===== src/rtl/msdc_pkg.sv =====
package msdc_pkg;

  // Field widths.
  localparam int unsigned PER_W   = 16;
  localparam int unsigned SP_W    = 10;
  localparam int unsigned RPM_W   = 16;
  localparam int unsigned RC_W    = 20;
  localparam int unsigned MR_W    = 16;
  localparam int unsigned DB_W    = 10;
  localparam int unsigned GAIN_W  = 4;
  localparam int unsigned SH_W    = 4;
  localparam int unsigned DUTY_W  = 12;
  localparam int unsigned CODE_W  = 10;

  // Duty code resolution.
  localparam int unsigned DUTY_BITS = 10;
  localparam logic [DUTY_BITS-1:0] DUTY_MAX = '1;

  // Configuration port.
  localparam int unsigned APB_DW = 32;
  localparam int unsigned ADDR_W = 5;
  localparam int unsigned IDX_W  = ADDR_W - 2;

  typedef enum logic [IDX_W-1:0] {
    REG_RPM_CONSTANT = 3'd0,
    REG_MAX_RPM      = 3'd1,
    REG_DEADBAND     = 3'd2,
    REG_GAIN         = 3'd3,
    REG_SHIFT        = 3'd4
  } reg_idx_e;

  typedef struct packed {
    logic [RC_W-1:0]   rpm_constant;
    logic [MR_W-1:0]   max_rpm;
    logic [DB_W-1:0]   error_deadband;
    logic [GAIN_W-1:0] proportional_gain;
    logic [SH_W-1:0]   period_term_shift;
  } cfg_t;

  // Pipeline layout: quotient bits resolved per divider stage.
  localparam int unsigned STEPS    = 4;
  localparam int unsigned D1       = (RC_W + STEPS - 1) / STEPS;
  localparam int unsigned D2       = (DUTY_BITS + STEPS - 1) / STEPS;
  localparam int unsigned T_RPM    = D1;
  localparam int unsigned T_OVF    = D1 + 1;
  localparam int unsigned T_DIV2   = D1 + 2;
  localparam int unsigned T_ERR    = T_DIV2 + D2;
  localparam int unsigned T_MUL    = T_ERR + 1;
  localparam int unsigned T_COR    = T_ERR + 2;
  localparam int unsigned NUM_STAGES = T_COR + 2;

  // Derived arithmetic widths.
  localparam int unsigned NUM_W   = RPM_W + DUTY_BITS;
  localparam int unsigned ERR_W   = ((DUTY_BITS > SP_W) ? DUTY_BITS : SP_W) + 1;
  localparam int unsigned PROD_W  = SP_W + PER_W;
  localparam int unsigned GPROD_W = GAIN_W + SP_W;
  localparam int unsigned SUM_W   = PROD_W + 1;
  localparam int unsigned DUTY_OW = ((DUTY_BITS + 2) > DUTY_W) ? (DUTY_BITS + 2) : DUTY_W;
  localparam int unsigned CODE_OW = (DUTY_BITS > CODE_W) ? DUTY_BITS : CODE_W;

  typedef struct packed {
    logic [PER_W-1:0]     period;
    logic [SP_W-1:0]      setpoint;
    logic [RPM_W-1:0]     rem;
    logic [RC_W-1:0]      quo;
    logic [RPM_W-1:0]     rpm;
    logic [NUM_W-1:0]     num;
    logic                 ovf;
    logic [DUTY_BITS-1:0] code;
    logic                 issue;
    logic [SP_W-1:0]      e;
    logic [PROD_W-1:0]    prod;
    logic [GPROD_W-1:0]   gprod;
    logic [DUTY_W-1:0]    duty;
  } stage_t;

endpackage


===== src/rtl/msdc_if.sv =====
interface msdc_in_if;
  import msdc_pkg::*;

  logic             valid;
  logic             ready;
  logic [PER_W-1:0] period_count;
  logic [SP_W-1:0]  speed_setpoint;

  modport source (output valid, period_count, speed_setpoint, input ready);
  modport sink (input valid, period_count, speed_setpoint, output ready);
endinterface

interface msdc_out_if;
  import msdc_pkg::*;

  logic              valid;
  logic              ready;
  logic [DUTY_W-1:0] duty_word;
  logic [CODE_W-1:0] measured_speed_code;
  logic [RPM_W-1:0]  measured_rpm;

  modport source (output valid, duty_word, measured_speed_code, measured_rpm, input ready);
  modport sink (input valid, duty_word, measured_speed_code, measured_rpm, output ready);
endinterface


===== src/rtl/msdc_regs.sv =====
module msdc_regs (
  input  logic                          clk_i,
  input  logic                          rst_ni,
  input  logic                          psel,
  input  logic                          penable,
  input  logic                          pwrite,
  input  logic [msdc_pkg::ADDR_W-1:0]   paddr,
  input  logic [msdc_pkg::APB_DW-1:0]   pwdata,
  output logic [msdc_pkg::APB_DW-1:0]   prdata,
  output logic                          pready,
  output msdc_pkg::cfg_t                cfg_o
);
  import msdc_pkg::*;

  cfg_t             cfg_q;
  logic             wr_en;
  logic [IDX_W-1:0] idx;

  assign pready = 1'b1;
  assign wr_en  = psel && penable && pwrite && pready;
  assign idx    = paddr[ADDR_W-1:2];
  assign cfg_o  = cfg_q;

  // Register writes in the access phase.
  always_ff @(posedge clk_i or negedge rst_ni) begin
    if (!rst_ni) begin
      cfg_q.rpm_constant      <= RC_W'(36600);
      cfg_q.max_rpm           <= MR_W'(5000);
      cfg_q.error_deadband    <= DB_W'(15);
      cfg_q.proportional_gain <= GAIN_W'(2);
      cfg_q.period_term_shift <= SH_W'(12);
    end else if (wr_en) begin
      case (idx)
        REG_RPM_CONSTANT: cfg_q.rpm_constant      <= pwdata[RC_W-1:0];
        REG_MAX_RPM:      cfg_q.max_rpm           <= pwdata[MR_W-1:0];
        REG_DEADBAND:     cfg_q.error_deadband    <= pwdata[DB_W-1:0];
        REG_GAIN:         cfg_q.proportional_gain <= pwdata[GAIN_W-1:0];
        REG_SHIFT:        cfg_q.period_term_shift <= pwdata[SH_W-1:0];
        default: ;
      endcase
    end
  end

  // Read back, zero extended.
  always_comb begin
    case (idx)
      REG_RPM_CONSTANT: prdata = APB_DW'(cfg_q.rpm_constant);
      REG_MAX_RPM:      prdata = APB_DW'(cfg_q.max_rpm);
      REG_DEADBAND:     prdata = APB_DW'(cfg_q.error_deadband);
      REG_GAIN:         prdata = APB_DW'(cfg_q.proportional_gain);
      REG_SHIFT:        prdata = APB_DW'(cfg_q.period_term_shift);
      default:          prdata = '0;
    endcase
  end

endmodule


===== src/rtl/motor_speed_duty_correction.sv =====
// Motor speed duty correction.
// Input transactions on in_i carry an encoder period count and a speed
// setpoint. The block divides rpm_constant by the period (saturating at
// 65535), scales the rpm to a duty code against max_rpm, and when the
// setpoint exceeds the measured code by more than the deadband it issues one
// output transaction on out_o with the inverted, corrected duty word, the
// speed code and the rpm. Items inside the deadband produce no transaction.
// Configuration is to be written over the APB-style port only while no item
// is pending; the block itself does not enforce this. Throughput is one item
// per cycle while out_o is not stalled: both dividers are restoring dividers
// unrolled over pipeline stages, four quotient bits per stage. From acceptance
// to out_o.valid an item passes, with a 10-bit duty code, the five rpm divider
// stages, the rpm saturation and code range stages, three speed code divider
// stages, and the error, multiply and correction stages.
// When the receiver stalls, items close up behind the output register and
// in_i.ready falls only once every stage holds an item.
// Reset clears all stage valid bits and loads the default configuration.
module motor_speed_duty_correction (
  input  logic                          clk_i,
  input  logic                          rst_ni,
  msdc_in_if.sink                       in_i,
  msdc_out_if.source                    out_o,
  input  logic                          psel,
  input  logic                          penable,
  input  logic                          pwrite,
  input  logic [msdc_pkg::ADDR_W-1:0]   paddr,
  input  logic [msdc_pkg::APB_DW-1:0]   pwdata,
  output logic [msdc_pkg::APB_DW-1:0]   prdata,
  output logic                          pready
);
  import msdc_pkg::*;

  cfg_t                  cfg;
  stage_t                in_stage;
  stage_t                pipe_q [NUM_STAGES];
  stage_t                pipe_d [NUM_STAGES];
  logic [NUM_STAGES-1:0] valid_q;
  logic [NUM_STAGES-1:0] valid_d;
  logic [NUM_STAGES-1:0] rdy;
  logic [CODE_OW-1:0]    code_ext;

  // One pipeline step, selected by the stage position.
  function automatic stage_t stage_next(int unsigned t, stage_t s, cfg_t c);
    stage_t               n;
    logic [RPM_W:0]       sh;
    logic                 qbit;
    logic [RPM_W-1:0]     dvs;
    int unsigned          first;
    int unsigned          total;
    logic [ERR_W-1:0]     err;
    logic [SUM_W-1:0]     sum;
    logic [DUTY_BITS-1:0] corr;
    logic [DUTY_OW-1:0]   duty_wide;
    n = s;
    if (t < T_RPM || (t >= T_DIV2 && t < T_ERR)) begin
      // Restoring division, up to four quotient bits.
      if (t < T_RPM) begin
        first = t * STEPS;
        total = RC_W;
        dvs   = s.period;
      end else begin
        first = (t - T_DIV2) * STEPS;
        total = DUTY_BITS;
        dvs   = c.max_rpm;
      end
      for (int j = 0; j < STEPS; j++) begin
        if (first + j < total) begin
          sh   = {n.rem, n.quo[RC_W-1]};
          qbit = (sh >= {1'b0, dvs});
          if (qbit) begin
            sh = sh - {1'b0, dvs};
          end
          n.rem = sh[RPM_W-1:0];
          n.quo = {n.quo[RC_W-2:0], qbit};
        end
      end
    end else if (t == T_RPM) begin
      // Saturate the rpm and form rpm * DUTY_MAX.
      n.rpm = (|s.quo[RC_W-1:RPM_W]) ? '1 : s.quo[RPM_W-1:0];
      n.num = {n.rpm, {DUTY_BITS{1'b0}}} - NUM_W'(n.rpm);
    end else if (t == T_OVF) begin
      // A quotient beyond the code range shows in the upper bits alone.
      n.ovf = (s.num[NUM_W-1:DUTY_BITS] >= c.max_rpm);
      n.rem = s.num[NUM_W-1:DUTY_BITS];
      n.quo = {s.num[DUTY_BITS-1:0], {(RC_W-DUTY_BITS){1'b0}}};
    end else if (t == T_ERR) begin
      // Speed code, error and deadband test.
      n.code  = s.ovf ? DUTY_MAX : s.quo[DUTY_BITS-1:0];
      err     = ERR_W'(s.setpoint) - ERR_W'(n.code);
      n.issue = !err[ERR_W-1] && (err[ERR_W-2:0] > (ERR_W-1)'(c.error_deadband));
      n.e     = err[SP_W-1:0];
    end else if (t == T_MUL) begin
      n.prod  = PROD_W'(s.e) * PROD_W'(s.period);
      n.gprod = GPROD_W'(c.proportional_gain) * GPROD_W'(s.e);
    end else begin
      // Correction, clamp and inverted duty word.
      sum       = SUM_W'(s.prod >> c.period_term_shift) + SUM_W'(s.gprod);
      corr      = (sum > SUM_W'(DUTY_MAX)) ? DUTY_MAX : sum[DUTY_BITS-1:0];
      duty_wide = DUTY_OW'({DUTY_MAX - corr, 2'b00});
      n.duty    = duty_wide[DUTY_W-1:0];
    end
    return n;
  endfunction

  msdc_regs u_regs (
    .clk_i   (clk_i),
    .rst_ni  (rst_ni),
    .psel    (psel),
    .penable (penable),
    .pwrite  (pwrite),
    .paddr   (paddr),
    .pwdata  (pwdata),
    .prdata  (prdata),
    .pready  (pready),
    .cfg_o   (cfg)
  );

  // Stage zero loads the divider with the numerator.
  always_comb begin
    in_stage          = '0;
    in_stage.period   = in_i.period_count;
    in_stage.setpoint = in_i.speed_setpoint;
    in_stage.quo      = cfg.rpm_constant;
  end

  assign pipe_d[0]  = in_stage;
  assign valid_d[0] = in_i.valid;

  // Later stages; items inside the deadband drop out before the output.
  for (genvar k = 1; k < NUM_STAGES; k++) begin : g_stage
    assign pipe_d[k]  = stage_next(k - 1, pipe_q[k-1], cfg);
    assign valid_d[k] = valid_q[k-1] && ((k - 1 != T_COR) || pipe_q[k-1].issue);
  end

  // A stage takes a new item when it is empty or its item moves on.
  assign rdy[NUM_STAGES-1] = !valid_q[NUM_STAGES-1] || out_o.ready;
  for (genvar k = 0; k < NUM_STAGES - 1; k++) begin : g_rdy
    assign rdy[k] = !valid_q[k] || rdy[k+1];
  end

  assign in_i.ready = rdy[0];

  always_ff @(posedge clk_i or negedge rst_ni) begin
    if (!rst_ni) begin
      valid_q <= '0;
    end else begin
      for (int k = 0; k < NUM_STAGES; k++) begin
        if (rdy[k]) begin
          valid_q[k] <= valid_d[k];
        end
      end
    end
  end

  always_ff @(posedge clk_i) begin
    for (int k = 0; k < NUM_STAGES; k++) begin
      if (rdy[k]) begin
        pipe_q[k] <= pipe_d[k];
      end
    end
  end

  // Output register is the last stage.
  assign code_ext                  = CODE_OW'(pipe_q[NUM_STAGES-1].code);
  assign out_o.valid               = valid_q[NUM_STAGES-1];
  assign out_o.duty_word           = pipe_q[NUM_STAGES-1].duty;
  assign out_o.measured_speed_code = code_ext[CODE_W-1:0];
  assign out_o.measured_rpm        = pipe_q[NUM_STAGES-1].rpm;

endmodule


===== src/flat_wrapper.sv =====
// flat-port wrapper written by rule: the top's interface ports become plain ports
module motor_speed_duty_correction_flat import msdc_pkg::*;
  (clk_i, rst_ni, psel, penable, pwrite, paddr, pwdata, prdata, pready, in_i_valid, in_i_period_count, in_i_speed_setpoint, in_i_ready, out_o_valid, out_o_duty_word, out_o_measured_speed_code, out_o_measured_rpm, out_o_ready);
  msdc_in_if in_i_i ();
  msdc_out_if out_o_i ();
  input  logic clk_i;
  input  logic rst_ni;
  input  logic psel;
  input  logic penable;
  input  logic pwrite;
  input  logic [msdc_pkg::ADDR_W-1:0] paddr;
  input  logic [msdc_pkg::APB_DW-1:0] pwdata;
  output logic [msdc_pkg::APB_DW-1:0] prdata;
  output logic pready;
  input wire logic [$bits(in_i_i.valid)-1:0] in_i_valid;
  input wire logic [$bits(in_i_i.period_count)-1:0] in_i_period_count;
  input wire logic [$bits(in_i_i.speed_setpoint)-1:0] in_i_speed_setpoint;
  output wire logic [$bits(in_i_i.ready)-1:0] in_i_ready;
  output wire logic [$bits(out_o_i.valid)-1:0] out_o_valid;
  output wire logic [$bits(out_o_i.duty_word)-1:0] out_o_duty_word;
  output wire logic [$bits(out_o_i.measured_speed_code)-1:0] out_o_measured_speed_code;
  output wire logic [$bits(out_o_i.measured_rpm)-1:0] out_o_measured_rpm;
  input wire logic [$bits(out_o_i.ready)-1:0] out_o_ready;
  assign in_i_i.valid = in_i_valid;
  assign in_i_i.period_count = in_i_period_count;
  assign in_i_i.speed_setpoint = in_i_speed_setpoint;
  assign in_i_ready = in_i_i.ready;
  assign out_o_valid = out_o_i.valid;
  assign out_o_duty_word = out_o_i.duty_word;
  assign out_o_measured_speed_code = out_o_i.measured_speed_code;
  assign out_o_measured_rpm = out_o_i.measured_rpm;
  assign out_o_i.ready = out_o_ready;
  motor_speed_duty_correction u_core (.clk_i(clk_i), .rst_ni(rst_ni), .in_i(in_i_i), .out_o(out_o_i), .psel(psel), .penable(penable), .pwrite(pwrite), .paddr(paddr), .pwdata(pwdata), .prdata(prdata), .pready(pready));
endmodule

===== config.mk =====
export PLATFORM = sky130hd
export DESIGN_NAME = motor_speed_duty_correction_flat
export DESIGN_NICKNAME = d
export VERILOG_FILES = /design/src/rtl/msdc_pkg.sv /design/src/rtl/msdc_if.sv /design/src/rtl/msdc_regs.sv /design/src/rtl/motor_speed_duty_correction.sv /design/src/flat_wrapper.sv
export SDC_FILE = /design/constraint.sdc
export NUM_CORES = 2
export LEC_CHECK = 0
export BUFFER_PORTS_ARGS = -buffer_cell sky130_fd_sc_hd__buf_4
export CORE_AREA = 2 2 401 403
export CTS_BUF_LIST = sky130_fd_sc_hd__clkbuf_8
export DETAILED_ROUTE_END_ITERATION = 10
export DIE_AREA = 0 0 403 405
export SLEW_MARGIN = 20
export SYNTH_ARGS = -nofsm -noshare
export SYNTH_HDL_FRONTEND = slang
export SYNTH_SLANG_ARGS = --single-unit

===== constraint.sdc =====
create_clock -name clk_i -period 12 [get_ports clk_i]
set_input_delay 2.4 -clock clk_i [delete_from_list [all_inputs] [get_ports clk_i]]
set_output_delay 2.4 -clock clk_i [all_outputs]
set_load 0.005 [all_outputs]

==> impl_metrics.sql <==
INSERT INTO impl_metrics (metric_group, metric, value, unit) VALUES
('critical_path', 'critPathMaxStageDelay', '570', 'ps'),
('job', 'drv_cap', '0', ''),
('timing', 'finalCritPeriodShare', '0.932', ''),
('cells_and_area', 'filler_cell_count', '14985', ''),
('timing', 'min_period', '11180', 'ps'),
('floorplanning', 'die_height', '405', 'µm'),
('floorplanning', 'fp.dieArea', '163000', 'µm²'),
('global_route', 'global_route.overflow_total', '0', ''),
('critical_path', 'r2r_cells', '43', ''),
('critical_path', 'crit_fanout', '23', ''),
('timing', 'final_hold_viol_count', '0', ''),
('synthesis', 'yosys.cell_count.top_type', 'edfxtp_1', ''),
('critical_path', 'crit_path_frequent_cell', 'o21ai_0', ''),
('timing', 'tightest_slew', '1120', 'ps'),
('synthesis', 'synth.top_cell.area_share', '0.390', ''),
('clocking', 'number_of_clock_sinks', '888', ''),
('synthesis', 'postSynth.topFlopCell', 'edfxtp_1', ''),
('hold_path', 'worstHoldPathType', 'reg2reg', ''),
('hold_path', 'worstHoldEndpoint', 'u_core.pipe_q[0][1381]', ''),
('detailed_routing', 'drt-wirelength-per-cell', '19.5', 'µm'),
('clocking', 'cts.path.max_buffers', '3', ''),
('critical_path', 'r2r_slack', '820', 'ps'),
('synthesis', 'synth.largest_area_cell', 'edfxtp_1', ''),
('outcome', 'status', 'finished, final reports clean', ''),
('critical_path', 'reg2reg_capture_point', 'u_core.pipe_q[0][862]', ''),
('cells_and_area', 'final_layout_size_suffix_gt1_frac', '0.122', ''),
('timing', 'final-max-slew-violation-count', '0', ''),
('synthesis', 'ys_top_cells_by_area', 'edfxtp_1 (39%), ha_1 (12%), fa_1 (4.9%)', ''),
('critical_path', 'timing.critical_path.max_delay_family', 'compound AO/OA/AOI/OAI gates', ''),
('critical_path', 'cp_slowest_cell', 'edfxtp_1', ''),
('global_route', 'grt_max_degree', '70', ''),
('detailed_routing', 'route.vias.total', '44809', ''),
('synthesis', 'postSynth.asyncResetShare', '0.0766', ''),
('critical_path', 'cp-start-kind', 'register', ''),
('timing', 'worst_slew_margin_rel', '0.255', ''),
('critical_path', 'cp.buffers_inverters', '6', ''),
('clocking', 'worst_setup_hold_path_clk_slew', '60', 'ps'),
('cells_and_area', 'sequential_cell_area', '26400', 'µm²'),
('hold_path', 'min_from', 'u_core.pipe_q[0][1151]', ''),
('placement', 'port-buffer-count', '113', ''),
('critical_path', 'timing.rr.start', 'u_core.pipe_q[0][697]', ''),
('timing', 'final-setup-viol-count', '0', ''),
('synthesis', 'mappedNetlistArea', '63200', 'µm²'),
('synthesis', 'edff_count_synth', '820', ''),
('hold_path', 'worst_hold_path.num_cells', '0', ''),
('detailed_routing', 'detail_route.first_pass.iterations', '6', ''),
('synthesis', 'postSynthAreaPerCell', '10.7', 'µm²'),
('detailed_routing', 'totalWireLength', '162000', 'µm'),
('critical_path', 'type_of_element_capturing_the_critical_path', 'register', ''),
('critical_path', 'crit_arrival', '11760', 'ps'),
('detailed_routing', 'antenna_violating_nets_post_route', '0', ''),
('critical_path', 'worstSetupPathType', 'reg2reg', ''),
('placement', 'place.detailed.hpwl', '126000', 'µm'),
('global_route', 'first_global_vias', '44676', ''),
('global_route', 'gr-usage-all-layers', '0.198', ''),
('critical_path', 'timing.critical_path.required', '12580', 'ps'),
('floorplanning', 'placement_rows', '147', ''),
('detailed_routing', '1st_iter_drt_viols', '2897', ''),
('detailed_routing', 'vias_per_cell', '5.39', ''),
('floorplanning', 'die_x', '403', 'µm'),
('floorplanning', 'initial_core_util', '0.397', ''),
('detailed_routing', 'drc', '0', ''),
('clocking', 'htreeDepth', '4', ''),
('synthesis', 'ys.warnings.count', '0', ''),
('synthesis', 'synth.cells.most_frequent', 'edfxtp_1 (820), ha_1 (602), nand2_1 (468)', ''),
('timing', 'unrepaired_setup_endpoints_after_global_routing', 'no', ''),
('floorplanning', 'design.core.area', '159000', 'µm²'),
('timing', 'fmaxAchievable', '89.4', 'MHz'),
('synthesis', 'yosys_register_bits', '888', ''),
('cells_and_area', 'multi_input_gate_area_in_the_final_layout', '34400', 'µm²'),
('clocking', 'cts-buffers-inserted', '152', '');
flip-flops by register name, summed over array words and instances (netlist names):
name and cells:
u_core.valid_q 14, u_core.pipe_q 820, u_core.u_regs.cfg_o 54
worst reg2reg max path: cells and delay by family (launching register included):
kind                     cells  cell delay (ps)
AO/OA/AOI/OAI               25             6520
AND/OR/NAND/NOR              8             1430
adder cells (fa/ha/maj)      4             1280
buffers and inverters        6             1120
flip-flops                   1              570
layer usage:
metal,up-vias,track usage,share of wire
met5,-,0,0.00014
met4,4,0.0633,0.029
met2,943,0.339,0.48
li1,21999,-,-
met3,240,0.0279,0.039
met1,21623,0.257,0.45
placed cells by master (no fill, tap or decap), drive strengths merged, types with 16 or more instances in the layout:
| master | n |
|---|---|
| edfxtp | 820 |
| ha | 602 |
| inv | 515 |
| nand2 | 470 |
| a21oi | 383 |
| nor2 | 361 |
| o21ai | 303 |
| xnor2 | 254 |
| buf | 200 |
| mux2 | 188 |
| a21o | 181 |
| clkbuf | 162 |
| fa | 155 |
| and2 | 128 |
| xor2 | 125 |
| nor3 | 108 |
| o21a | 101 |
| mux2i | 100 |
| nor2b | 94 |
| nand4 | 75 |
| nand2b | 73 |
| nand3 | 71 |
| dfrtp | 47 |
| clkinv | 45 |
| o21bai | 38 |
| or2 | 37 |
| a211oi | 37 |
| a31oi | 35 |
| nor4 | 33 |
| o31ai | 31 |
| and3 | 30 |
| o211ai | 30 |
| or3 | 29 |
| a221o | 26 |
| a21boi | 21 |
| dfstp | 21 |
| o221ai | 16 |
per-stage QoR:
stage           util  instances  setup slack (ps)  hold WS (ps)  instance area, µm²
3_5_place_dp   0.417       8027               639           405               66400
3_3_place_gp   0.417       8027               651           400               66400
5_1_grt        0.437       8312              8.99           400               69600
6_report       0.437       8312               816           386               69600
2_1_floorplan      -       5936               847           400               63200
4_1_cts        0.436       8304               604           379               69500
what timing repair did:
action                     CTS  global route
gates resized for setup      0            18
setup endpoints to repair    0            62
buffers inserted             0             7
how the worst max path moves through the flow:
stage | startpoint | end | slack, ps | cells after the start
detailed placement | u_core.u_regs.cfg_o[30] | u_core.pipe_q[1][326] | 640 | 45
floorplan | u_core.u_regs.cfg_o[19] | u_core.pipe_q[1][323] | 850 | 46
finish | u_core.pipe_q[0][697] | u_core.pipe_q[0][862] | 820 | 43
global route | u_core.pipe_q[0][341] | u_core.pipe_q[0][505] | 9 | 47
global placement | u_core.pipe_q[0][519] | u_core.pipe_q[0][679] | 650 | 40
CTS | u_core.pipe_q[0][341] | u_core.pipe_q[0][505] | 600 | 44
cells by family after synthesis:
logic type | after synthesis | share of synthesized area
flops | 888 | 0.417
fa+ha+maj | 757 | 0.168
compound gates | 1381 | 0.145
other cells | 2 | 0.000119
mux | 300 | 0.0537
buf+inv | 648 | 0.0422
simple gates | 1568 | 0.121
xor+xnor | 379 | 0.0525
final cells by class:
class | instances | share of cell area
clock inverters | 115 | 0.0113
diodes | 1 | 0.0000359
inverters | 460 | 0.0249
repair buffers | 200 | 0.0219
multi-input cells | 4400 | 0.494
well taps | 2086 | 0.0375
flip-flops and latches | 888 | 0.379
clock buffers | 162 | 0.0320
Power is left out: the tool's default activity adds up to more than one toggle a clock period on the data nets, which glitch-free logic cannot reach.
